`src/hdl/bdu_pkg.sv`:
```
// Shared types and constants for the balanced digit unpacker.
// No dependencies; imported by every module of the block.
`default_nettype none

package bdu_pkg;

    // Default parameter values
    localparam int WORD_BITS_DEF      = 64;
    localparam int MAX_DIGIT_BITS_DEF = 32;

    // Fixed field widths
    localparam int IN_W    = 64;
    localparam int EXP_W   = 32;
    localparam int CNT_W   = 25;
    localparam int IDX_W   = 24;
    localparam int DIGIT_W = 32;
    localparam int CSUM_W  = 64;

    // Register port
    localparam int PADDR_W = 3;
    localparam int PDATA_W = 32;
    localparam logic REG_EXPONENT    = 1'b0;
    localparam logic REG_DIGIT_COUNT = 1'b1;

    // Reset values of the registers
    localparam logic [EXP_W-1:0] EXPONENT_RST    = EXP_W'(4);
    localparam logic [CNT_W-1:0] DIGIT_COUNT_RST = CNT_W'(2);

    // Divider iteration counter width
    localparam int DIV_CNT_W = $clog2(EXP_W + 1);

    typedef enum logic [1:0] {
        ST_SETUP,
        ST_DIV,
        ST_IDLE,
        ST_DIGIT
    } bdu_state_t;

    // Controller to datapath
    typedef struct packed {
        logic div_start;
        logic restart;
        logic load_word;
        logic save_held;
        logic step;
    } ctrl_cmd_t;

    // Datapath to controller
    typedef struct packed {
        logic div_done;
        logic exhausted;
        logic last_digit;
        logic out_free;
    } dp_status_t;

endpackage

`default_nettype wire

```
`src/hdl/bdu_divider.sv`:
```
// Restoring divider: exponent / digit count, one quotient bit per cycle.
// Depends on bdu_pkg for the field widths.
`default_nettype none

module bdu_divider
    import bdu_pkg::*;
(
    input  wire logic             clk,
    input  wire logic             rst_n,
    input  wire logic             start,
    input  wire logic [EXP_W-1:0] dividend,
    input  wire logic [CNT_W-1:0] divisor,
    output logic                  done,
    output logic [EXP_W-1:0]      quotient,
    output logic [CNT_W-1:0]      remainder
);

    logic [EXP_W-1:0]     quo_reg, quo_next;
    logic [CNT_W-1:0]     rem_reg, rem_next;
    logic [DIV_CNT_W-1:0] cnt_reg, cnt_next;
    logic                 busy_reg, busy_next;
    logic                 done_reg, done_next;

    logic [CNT_W:0]       shifted;
    logic [CNT_W:0]       diff;
    logic                 fits;

    // One trial subtraction per cycle
    assign shifted = {rem_reg, quo_reg[EXP_W-1]};
    assign diff    = shifted - {1'b0, divisor};
    assign fits    = shifted >= {1'b0, divisor};

    always_comb
    begin
        quo_next  = quo_reg;
        rem_next  = rem_reg;
        cnt_next  = cnt_reg;
        busy_next = busy_reg;
        done_next = 1'b0;
        if (start)
        begin
            quo_next  = dividend;
            rem_next  = '0;
            cnt_next  = DIV_CNT_W'(EXP_W);
            busy_next = 1'b1;
        end
        else if (busy_reg)
        begin
            quo_next = {quo_reg[EXP_W-2:0], fits};
            rem_next = fits ? diff[CNT_W-1:0] : shifted[CNT_W-1:0];
            cnt_next = cnt_reg - DIV_CNT_W'(1);
            if (cnt_reg == DIV_CNT_W'(1))
            begin
                busy_next = 1'b0;
                done_next = 1'b1;
            end
        end
    end

    always_ff @(posedge clk or negedge rst_n)
    begin
        if (!rst_n)
        begin
            busy_reg <= 1'b0;
            done_reg <= 1'b0;
            cnt_reg  <= '0;
        end
        else
        begin
            busy_reg <= busy_next;
            done_reg <= done_next;
            cnt_reg  <= cnt_next;
        end
    end

    // Payload, no reset
    always_ff @(posedge clk)
    begin
        quo_reg <= quo_next;
        rem_reg <= rem_next;
    end

    assign done      = done_reg;
    assign quotient  = quo_reg;
    assign remainder = rem_reg;

endmodule

`default_nettype wire

```
`src/hdl/bdu_datapath.sv`:
```
// Datapath: word buffer, digit extraction, balanced carry, cadence and checksum.
// Depends on bdu_pkg and bdu_divider.
`default_nettype none

module bdu_datapath
    import bdu_pkg::*;
#(
    parameter int WORD_BITS      = WORD_BITS_DEF,
    parameter int MAX_DIGIT_BITS = MAX_DIGIT_BITS_DEF
)
(
    input  wire logic               clk,
    input  wire logic               rst_n,
    input  wire ctrl_cmd_t          cmd,
    output dp_status_t              status,
    input  wire logic [EXP_W-1:0]   exponent,
    input  wire logic [CNT_W-1:0]   digit_count,
    input  wire logic [IN_W-1:0]    packed_word,
    output logic                    out_valid,
    input  wire logic               out_stall,
    output logic [DIGIT_W-1:0]      digit,
    output logic [IDX_W-1:0]        digit_index,
    output logic                    last,
    output logic                    wrap_carry,
    output logic [CSUM_W-1:0]       word_checksum
);

    localparam int CAP   = (MAX_DIGIT_BITS < WORD_BITS) ? MAX_DIGIT_BITS : WORD_BITS;
    localparam int W_W   = $clog2(CAP + 1);
    localparam int POS_W = $clog2(WORD_BITS + 1);
    localparam int AUX_W = WORD_BITS + 1;

    // Effective digit count (0 and 1 behave as 2)
    logic [CNT_W-1:0] n_eff;
    assign n_eff = (digit_count < CNT_W'(2)) ? CNT_W'(2) : digit_count;

    // Width setup through the divider
    logic             div_done;
    logic [EXP_W-1:0] div_quo;
    logic [CNT_W-1:0] div_rem;

    bdu_divider u_div (
        .clk       (clk),
        .rst_n     (rst_n),
        .start     (cmd.div_start),
        .dividend  (exponent),
        .divisor   (n_eff),
        .done      (div_done),
        .quotient  (div_quo),
        .remainder (div_rem)
    );

    logic [W_W-1:0]   ns_reg, ns_next;
    logic [CNT_W-1:0] bb_reg, bb_next;
    logic [CNT_W-1:0] cc_reg, cc_next;

    // Clamp the base width to [2, CAP-1]
    always_comb
    begin
        ns_next = ns_reg;
        bb_next = bb_reg;
        cc_next = cc_reg;
        if (div_done)
        begin
            if (div_quo > EXP_W'(CAP - 1))
                ns_next = W_W'(CAP - 1);
            else if (div_quo < EXP_W'(2))
                ns_next = W_W'(2);
            else
                ns_next = W_W'(div_quo);
            bb_next = div_rem;
            cc_next = n_eff - div_rem;
        end
    end

    always_ff @(posedge clk)
    begin
        ns_reg <= ns_next;
        bb_reg <= bb_next;
        cc_reg <= cc_next;
    end

    // Stream state
    logic [WORD_BITS-1:0] word_reg, word_next;
    logic [POS_W-1:0]     pos_reg, pos_next;
    logic [WORD_BITS-1:0] held_reg, held_next;
    logic [POS_W-1:0]     bitpos_reg, bitpos_next;
    logic [CNT_W-1:0]     acc_reg, acc_next;
    logic [CNT_W-1:0]     done_reg, done_next;
    logic                 carry_reg, carry_next;
    logic [CSUM_W-1:0]    csum_reg, csum_next;

    // Digit extraction
    logic                 big;
    logic [W_W-1:0]       w;
    logic [WORD_BITS-1:0] src;
    logic [WORD_BITS-1:0] wmask;
    logic [WORD_BITS-1:0] val;
    logic [AUX_W-1:0]     aux;
    logic [AUX_W-1:0]     full;
    logic                 carry_new;
    logic [AUX_W-1:0]     dig_full;
    logic [POS_W-1:0]     pos_step;
    logic [CNT_W-1:0]     acc_step;
    logic [CNT_W-1:0]     done_inc;
    logic                 is_last;
    logic                 exhausted;

    assign big   = acc_reg >= cc_reg;
    assign w     = big ? ns_reg + W_W'(1) : ns_reg;
    assign src   = (bitpos_reg != '0) ? (held_reg | (word_reg << bitpos_reg))
                                      : (word_reg >> pos_reg);
    assign wmask = ~({WORD_BITS{1'b1}} << w);
    assign val   = src & wmask;

    // Balanced form: reach half range -> subtract full range, carry on
    assign aux       = {1'b0, val} + AUX_W'(carry_reg);
    assign carry_new = |(aux >> (w - W_W'(1)));
    assign full      = AUX_W'(1) << w;
    assign dig_full  = carry_new ? aux - full : aux;

    assign pos_step  = (bitpos_reg != '0) ? POS_W'(w) - bitpos_reg : pos_reg + POS_W'(w);
    assign acc_step  = big ? acc_reg - cc_reg : acc_reg + bb_reg;
    assign done_inc  = done_reg + CNT_W'(1);
    assign is_last   = done_inc >= n_eff;
    assign exhausted = (bitpos_reg == '0) && ((POS_W'(WORD_BITS) - pos_reg) < POS_W'(w));

    // Ones' complement word sum
    logic [CSUM_W:0]   csum_sum;
    logic [CSUM_W-1:0] csum_add;
    assign csum_sum = {1'b0, csum_reg} + {1'b0, CSUM_W'(packed_word[WORD_BITS-1:0])};
    assign csum_add = csum_sum[CSUM_W-1:0] + CSUM_W'(csum_sum[CSUM_W]);

    // Stream state update
    always_comb
    begin
        word_next   = word_reg;
        pos_next    = pos_reg;
        held_next   = held_reg;
        bitpos_next = bitpos_reg;
        acc_next    = acc_reg;
        done_next   = done_reg;
        carry_next  = carry_reg;
        csum_next   = csum_reg;
        if (cmd.restart || (cmd.step && is_last))
        begin
            held_next   = '0;
            bitpos_next = '0;
            acc_next    = n_eff;
            done_next   = '0;
            carry_next  = 1'b0;
            csum_next   = '0;
        end
        else if (cmd.step)
        begin
            pos_next    = pos_step;
            held_next   = '0;
            bitpos_next = '0;
            carry_next  = carry_new;
            done_next   = done_inc;
            acc_next    = (done_inc == n_eff - CNT_W'(1)) ? '0 : acc_step;
        end
        else
        begin
            if (cmd.save_held)
            begin
                held_next   = word_reg >> pos_reg;
                bitpos_next = POS_W'(WORD_BITS) - pos_reg;
            end
            if (cmd.load_word)
            begin
                word_next = packed_word[WORD_BITS-1:0];
                pos_next  = '0;
                csum_next = csum_add;
            end
        end
    end

    always_ff @(posedge clk or negedge rst_n)
    begin
        if (!rst_n)
        begin
            pos_reg    <= '0;
            held_reg   <= '0;
            bitpos_reg <= '0;
            acc_reg    <= DIGIT_COUNT_RST;
            done_reg   <= '0;
            carry_reg  <= 1'b0;
            csum_reg   <= '0;
        end
        else
        begin
            pos_reg    <= pos_next;
            held_reg   <= held_next;
            bitpos_reg <= bitpos_next;
            acc_reg    <= acc_next;
            done_reg   <= done_next;
            carry_reg  <= carry_next;
            csum_reg   <= csum_next;
        end
    end

    always_ff @(posedge clk)
    begin
        word_reg <= word_next;
    end

    // Output register
    logic                out_valid_reg, out_valid_next;
    logic [DIGIT_W-1:0]  digit_reg, digit_next;
    logic [IDX_W-1:0]    index_reg, index_next;
    logic                last_reg, last_next;
    logic                wrap_reg, wrap_next;
    logic [CSUM_W-1:0]   ocsum_reg, ocsum_next;
    logic                out_free;

    assign out_free = !out_valid_reg || !out_stall;

    always_comb
    begin
        out_valid_next = out_valid_reg;
        digit_next     = digit_reg;
        index_next     = index_reg;
        last_next      = last_reg;
        wrap_next      = wrap_reg;
        ocsum_next     = ocsum_reg;
        if (cmd.step)
        begin
            out_valid_next = 1'b1;
            digit_next     = dig_full[DIGIT_W-1:0];
            index_next     = done_reg[IDX_W-1:0];
            last_next      = is_last;
            wrap_next      = is_last && carry_new;
            ocsum_next     = is_last ? csum_reg : '0;
        end
        else if (!out_stall)
        begin
            out_valid_next = 1'b0;
        end
    end

    always_ff @(posedge clk or negedge rst_n)
    begin
        if (!rst_n)
            out_valid_reg <= 1'b0;
        else
            out_valid_reg <= out_valid_next;
    end

    always_ff @(posedge clk)
    begin
        digit_reg <= digit_next;
        index_reg <= index_next;
        last_reg  <= last_next;
        wrap_reg  <= wrap_next;
        ocsum_reg <= ocsum_next;
    end

    assign out_valid     = out_valid_reg;
    assign digit         = digit_reg;
    assign digit_index   = index_reg;
    assign last          = last_reg;
    assign wrap_carry    = wrap_reg;
    assign word_checksum = ocsum_reg;

    assign status.div_done   = div_done;
    assign status.exhausted  = exhausted;
    assign status.last_digit = is_last;
    assign status.out_free   = out_free;

endmodule

`default_nettype wire

```
`src/hdl/bdu_ctrl.sv`:
```
// Controller state machine: width setup, word intake and digit stepping.
// Depends on bdu_pkg for the state and command types.
`default_nettype none

module bdu_ctrl
    import bdu_pkg::*;
(
    input  wire logic       clk,
    input  wire logic       rst_n,
    input  wire logic       cfg_wr,
    input  wire logic       in_valid,
    output logic            in_stall,
    input  wire dp_status_t status,
    output ctrl_cmd_t       cmd
);

    bdu_state_t state_reg, state_next;

    // Next state
    always_comb
    begin
        state_next = state_reg;
        case (state_reg)
            ST_SETUP: state_next = ST_DIV;
            ST_DIV:
            begin
                if (status.div_done)
                    state_next = ST_IDLE;
            end
            ST_IDLE:
            begin
                if (in_valid)
                    state_next = ST_DIGIT;
            end
            ST_DIGIT:
            begin
                if (status.exhausted)
                    state_next = in_valid ? ST_DIGIT : ST_IDLE;
                else if (status.out_free && status.last_digit)
                    state_next = ST_IDLE;
            end
            default: state_next = ST_SETUP;
        endcase
        if (cfg_wr)
            state_next = ST_SETUP;
    end

    // Outputs
    always_comb
    begin
        cmd      = '0;
        in_stall = 1'b1;
        case (state_reg)
            ST_SETUP:
            begin
                cmd.div_start = 1'b1;
                cmd.restart   = 1'b1;
            end
            ST_DIV:
            begin
                in_stall = 1'b1;
            end
            ST_IDLE:
            begin
                in_stall      = 1'b0;
                cmd.load_word = in_valid;
            end
            ST_DIGIT:
            begin
                if (status.exhausted)
                begin
                    in_stall      = 1'b0;
                    cmd.save_held = 1'b1;
                    cmd.load_word = in_valid;
                end
                else
                begin
                    cmd.step = status.out_free;
                end
            end
            default: in_stall = 1'b1;
        endcase
    end

    always_ff @(posedge clk or negedge rst_n)
    begin
        if (!rst_n)
            state_reg <= ST_SETUP;
        else
            state_reg <= state_next;
    end

endmodule

`default_nettype wire

```
`src/hdl/balanced_digit_unpacker.sv`:
```
// Balanced digit unpacker: top level with the register port.
// Depends on bdu_pkg, bdu_ctrl, bdu_datapath (and bdu_divider below it).
//
// Usage:
//   Input channel (in_valid / in_stall / packed_word) takes 64-bit words of a
//   residue, least significant word first. Output channel (out_valid /
//   out_stall) gives one digit word per transfer: digit, digit_index, last,
//   wrap_carry and word_checksum (the last two only meaningful with last).
//   Registers: exponent at byte 0, digit_count at byte 4. A write restarts
//   the stream and recomputes the digit widths with a bit-serial divider,
//   during which in_stall stays high. Reset does the same.
//   Flow: a word is taken, then its digits leave at one per cycle while the
//   receiver does not stall, each through the output register. Once a word
//   is used up, a further step saves its leftover bits and fetches the next
//   word, so a waiting word is taken without a return to idle. The digit
//   rate is set by the extraction shifter.
//   When the receiver stalls, the held digit stays put and no further digit
//   is formed; the next word can still be taken once the current one is
//   used up. Unused bits of the word that ends a residue are dropped.
`default_nettype none

module balanced_digit_unpacker
    import bdu_pkg::*;
#(
    parameter int WORD_BITS      = WORD_BITS_DEF,
    parameter int MAX_DIGIT_BITS = MAX_DIGIT_BITS_DEF
)
(
    input  wire logic               clk,
    input  wire logic               rst_n,
    // Register port
    input  wire logic               psel,
    input  wire logic               penable,
    input  wire logic               pwrite,
    input  wire logic [PADDR_W-1:0] paddr,
    input  wire logic [PDATA_W-1:0] pwdata,
    output logic [PDATA_W-1:0]      prdata,
    output logic                    pready,
    // Input words
    input  wire logic               in_valid,
    output logic                    in_stall,
    input  wire logic [IN_W-1:0]    packed_word,
    // Output digits
    output logic                    out_valid,
    input  wire logic               out_stall,
    output logic [DIGIT_W-1:0]      digit,
    output logic [IDX_W-1:0]        digit_index,
    output logic                    last,
    output logic                    wrap_carry,
    output logic [CSUM_W-1:0]       word_checksum
);

    logic [EXP_W-1:0] exponent_reg, exponent_next;
    logic [CNT_W-1:0] count_reg, count_next;
    logic             cfg_wr;

    assign pready = 1'b1;
    assign cfg_wr = psel && penable && pwrite;

    // Register writes
    always_comb
    begin
        exponent_next = exponent_reg;
        count_next    = count_reg;
        if (cfg_wr)
        begin
            case (paddr[2])
                REG_EXPONENT:    exponent_next = pwdata[EXP_W-1:0];
                REG_DIGIT_COUNT: count_next    = pwdata[CNT_W-1:0];
                default:         exponent_next = exponent_reg;
            endcase
        end
    end

    always_ff @(posedge clk or negedge rst_n)
    begin
        if (!rst_n)
        begin
            exponent_reg <= EXPONENT_RST;
            count_reg    <= DIGIT_COUNT_RST;
        end
        else
        begin
            exponent_reg <= exponent_next;
            count_reg    <= count_next;
        end
    end

    // Register reads
    always_comb
    begin
        case (paddr[2])
            REG_EXPONENT:    prdata = PDATA_W'(exponent_reg);
            REG_DIGIT_COUNT: prdata = PDATA_W'(count_reg);
            default:         prdata = '0;
        endcase
    end

    ctrl_cmd_t  cmd;
    dp_status_t status;

    bdu_ctrl u_ctrl (
        .clk      (clk),
        .rst_n    (rst_n),
        .cfg_wr   (cfg_wr),
        .in_valid (in_valid),
        .in_stall (in_stall),
        .status   (status),
        .cmd      (cmd)
    );

    bdu_datapath #(
        .WORD_BITS      (WORD_BITS),
        .MAX_DIGIT_BITS (MAX_DIGIT_BITS)
    ) u_dp (
        .clk           (clk),
        .rst_n         (rst_n),
        .cmd           (cmd),
        .status        (status),
        .exponent      (exponent_reg),
        .digit_count   (count_reg),
        .packed_word   (packed_word),
        .out_valid     (out_valid),
        .out_stall     (out_stall),
        .digit         (digit),
        .digit_index   (digit_index),
        .last          (last),
        .wrap_carry    (wrap_carry),
        .word_checksum (word_checksum)
    );

endmodule

`default_nettype wire
```
`config.mk`:
```
export PLATFORM = sky130hd
export DESIGN_NAME = balanced_digit_unpacker
export DESIGN_NICKNAME = d
export VERILOG_FILES = /design/src/hdl/bdu_pkg.sv /design/src/hdl/bdu_divider.sv /design/src/hdl/bdu_datapath.sv /design/src/hdl/bdu_ctrl.sv /design/src/hdl/balanced_digit_unpacker.sv
export SDC_FILE = /design/constraint.sdc
export NUM_CORES = 2
export LEC_CHECK = 0
export BUFFER_PORTS_ARGS = -buffer_cell sky130_fd_sc_hd__buf_2
export CORE_MARGIN = 5
export CORE_UTILIZATION = 57
export DETAILED_ROUTE_END_ITERATION = 8
export PLACE_DENSITY = 0.75
export SYNTH_ARGS = -nofsm -noshare
export SYNTH_HDL_FRONTEND = slang
export SYNTH_SLANG_ARGS = --single-unit
```
`constraint.sdc`:
```
create_clock -name clk -period 14.75 [get_ports clk]
set_clock_uncertainty 0.1 [all_clocks]
set_input_delay 1.475 -clock clk [delete_from_list [all_inputs] [get_ports clk]]
set_output_delay 1.475 -clock clk [all_outputs]
set_load 0.01 [all_outputs]
```
==> reports/results.tsv <==
metric	value	unit
r2r_cells	29	
grt_pass1_vias	46500	
violations	max-capacitance violations	
tightest_slew	1480	ps
worstSetupPathType	flip-flop to flip-flop	
gp_congestion	1.03	
ys_seq_elements	559	
yosys-top-cells-count	nand2_1 (580), nor2_1 (458), a21oi_1 (369)	
hpwl	145000	µm
totalWireLength	196000	µm
r2r-end	u_dp.digit[1]	
met2_usage	0.574	
die_area	97300	µm²
finalSetupViolCount	0	
synth_top_area_cell	edfxtp_1	
drv_cap	1	
ys.flop_type	edfxtp_1	
final_layout_size_suffix_gt1_frac	0.159	
yosysMostFrequentCell	nand2_1	
cp_max_fo	66	
cts_tree	built	
clock_latency	670	ps
slew_headroom	0.00366	
synth_cells	5886	
required	15040	ps
gr-usage-met3	0.0962	
grt_max_degree	80	
finalSetupTns	0	ps
finalHoldViolCount	0	
drt-pass1-iter-count	9	
clockRootBuffer	clkbuf_16	
postRouteAntennaNets	0	
path_buf_inv	3	
die_w	312	µm
hold_ws	416	ps
ios	263	
core	90300	µm²
cts_max_path_buffers	3	
rsz0062_at_grt	no	
min_from	u_dp.held_reg[61]	
layout_min_cycle_time	10530	ps
crit_top_cell	a311oi_1	
worstHoldPathType	flip-flop to flip-flop	
r2r-start	u_dp.pos_reg[1]	
r2r_slack	4220	ps
drcViolationCount	0	
ys_seq_area_frac	0.293	
grt_usage	0.387	
arrival	10820	ps
hold_depth	2	
antenna_found_initial	15	
htreeDepth	3	
grt_overflow	0	
synth_top_area_share	0.158	
fmax	95.0	MHz
area_growth	7.69	%
yosysWarningCount	0	
synth-async-reset-ratio	0.465	
port_buffers	259	
start_util	0.575	
post-route-period-util	0.714	
cpPeakStageDelay	980	ps
cts.sinks	559	
critPathLaunchType	flip-flop	
die_h	312	µm
synth_edf_count	274	
ys_top_cells_by_area	edfxtp_1 (16%), dfrtp_1 (12%), mux4_2 (7.4%)	
drt-initial-drc-count	6500	
setup.worst_path.end_class	flip-flop	
cts_hold_buf	0	
synth.distinct_cells	117	
via_count	49500	
cts_setup_buffers	0	
finish.net_count	6228	
syn_avg_cell_area	8.82	µm²
crit_family	compound AO/OA/AOI/OAI gates	
cts_resized	0	
wl_per_cell	27.5	µm
hold-path-endpoint	u_dp.held_reg[61]	
grt_most_used_layer	met2	
cts_buffers	67	
slowest_stage	a2111oi_0	
status	complete, but fails checks	
synthesis.area	51900	µm²
num_rows	110	
grtUsageMet1	0.531	
clkTransAtPathRegs	50	ps
postSynthNetCount	6235	
grt_pass1_wl	293000	µm
vias_per_cell	6.95	
slew_violations	0	
==> worst min-delay path, stage by stage, from the launching register on <==
cell     delay (ps)
dfrtp_1         340
a21oi_1          60
nor2_1           70
==> layout by cell type (no fill, tap or decap), drive strengths merged, types with 94 or more instances in the layout <==
cell type / synthesis / layout
xnor2: 241 / 241
nand3: 203 / 203
mux4: 171 / 171
and2: 119 / 119
buf: 141 / 357
edfxtp: 274 / 274
inv: 228 / 233
ha: 237 / 237
nand2: 580 / 580
clkbuf: 292 / 94
xor2: 105 / 105
nor2: 458 / 458
mux2i: 207 / 207
nor3: 181 / 181
dfrtp: 257 / 257
a21oi: 369 / 369
o21ai: 337 / 337
mux2: 184 / 184
==> worst max-delay path by stage <==
stage | cells past startpoint | to | slack (ps) | from
CTS | 29 | u_dp.digit[20] | 4750 | u_dp.pos_reg[1]
finish | 29 | u_dp.digit[1] | 4220 | u_dp.pos_reg[1]
floorplan | 21 | u_dp.pos_reg[0] | 5940 | u_dp.acc_reg[24]
detailed placement | 36 | u_dp.csum_reg[63] | 4190 | packed_word[0]
global placement | 36 | u_dp.csum_reg[63] | 4360 | packed_word[0]
global route | 29 | u_dp.digit[20] | 3850 | u_dp.pos_reg[1]
==> routing by layer <==
metal  vias to the layer above  part of all wire  wire (µm)
li1                      21900                 -          -
met1                     23800              0.40      77900
met2                      3104              0.43      83400
met3                       674              0.12      22700
met4                         4             0.062      12100
met5                         -           0.00023         46
==> final cells by class <==
type                            instances  area, µm²
Multi-Input combinational cell       4658      34000
Inverter                              236        886
Fill cell                            7795      34400
Antenna cell                           10       25.0
Timing Repair Buffer                  357       2040
Tap cell                             1176       1470
Clock buffer                           94       1920
Clock inverter                         30        322
Sequential cell                       559      15300
==> kinds of logic (layout without fill, tap and decap cells) <==
logic type	Yosys count	count (layout)	synth area share
flip-flops	559	559	0.293
AND/OR/NAND/NOR	2014	2014	0.190
XOR/XNOR	346	346	0.0584
multiplexers	562	562	0.155
other	2	12	0.000145
AO/OA/AOI/OAI	1487	1487	0.188
buffers and inverters	669	717	0.0544
adder cells (fa/ha/maj)	247	247	0.0602
==> metrics by stage <==
stage	instances	util	setup slack, ps	instance area (µm²)
6_report	7120	0.619	4220	55900
5_1_grt	7117	0.619	3850	55900
4_1_cts	7110	0.619	4750	55900
3_5_place_dp	6986	0.594	4190	53700
3_3_place_gp	6986	0.594	4360	53700
2_1_floorplan	5886	-	5940	51900
Power is left out: the tool's default activity adds up to more than one toggle a clock period on the data nets, which glitch-free logic cannot reach.
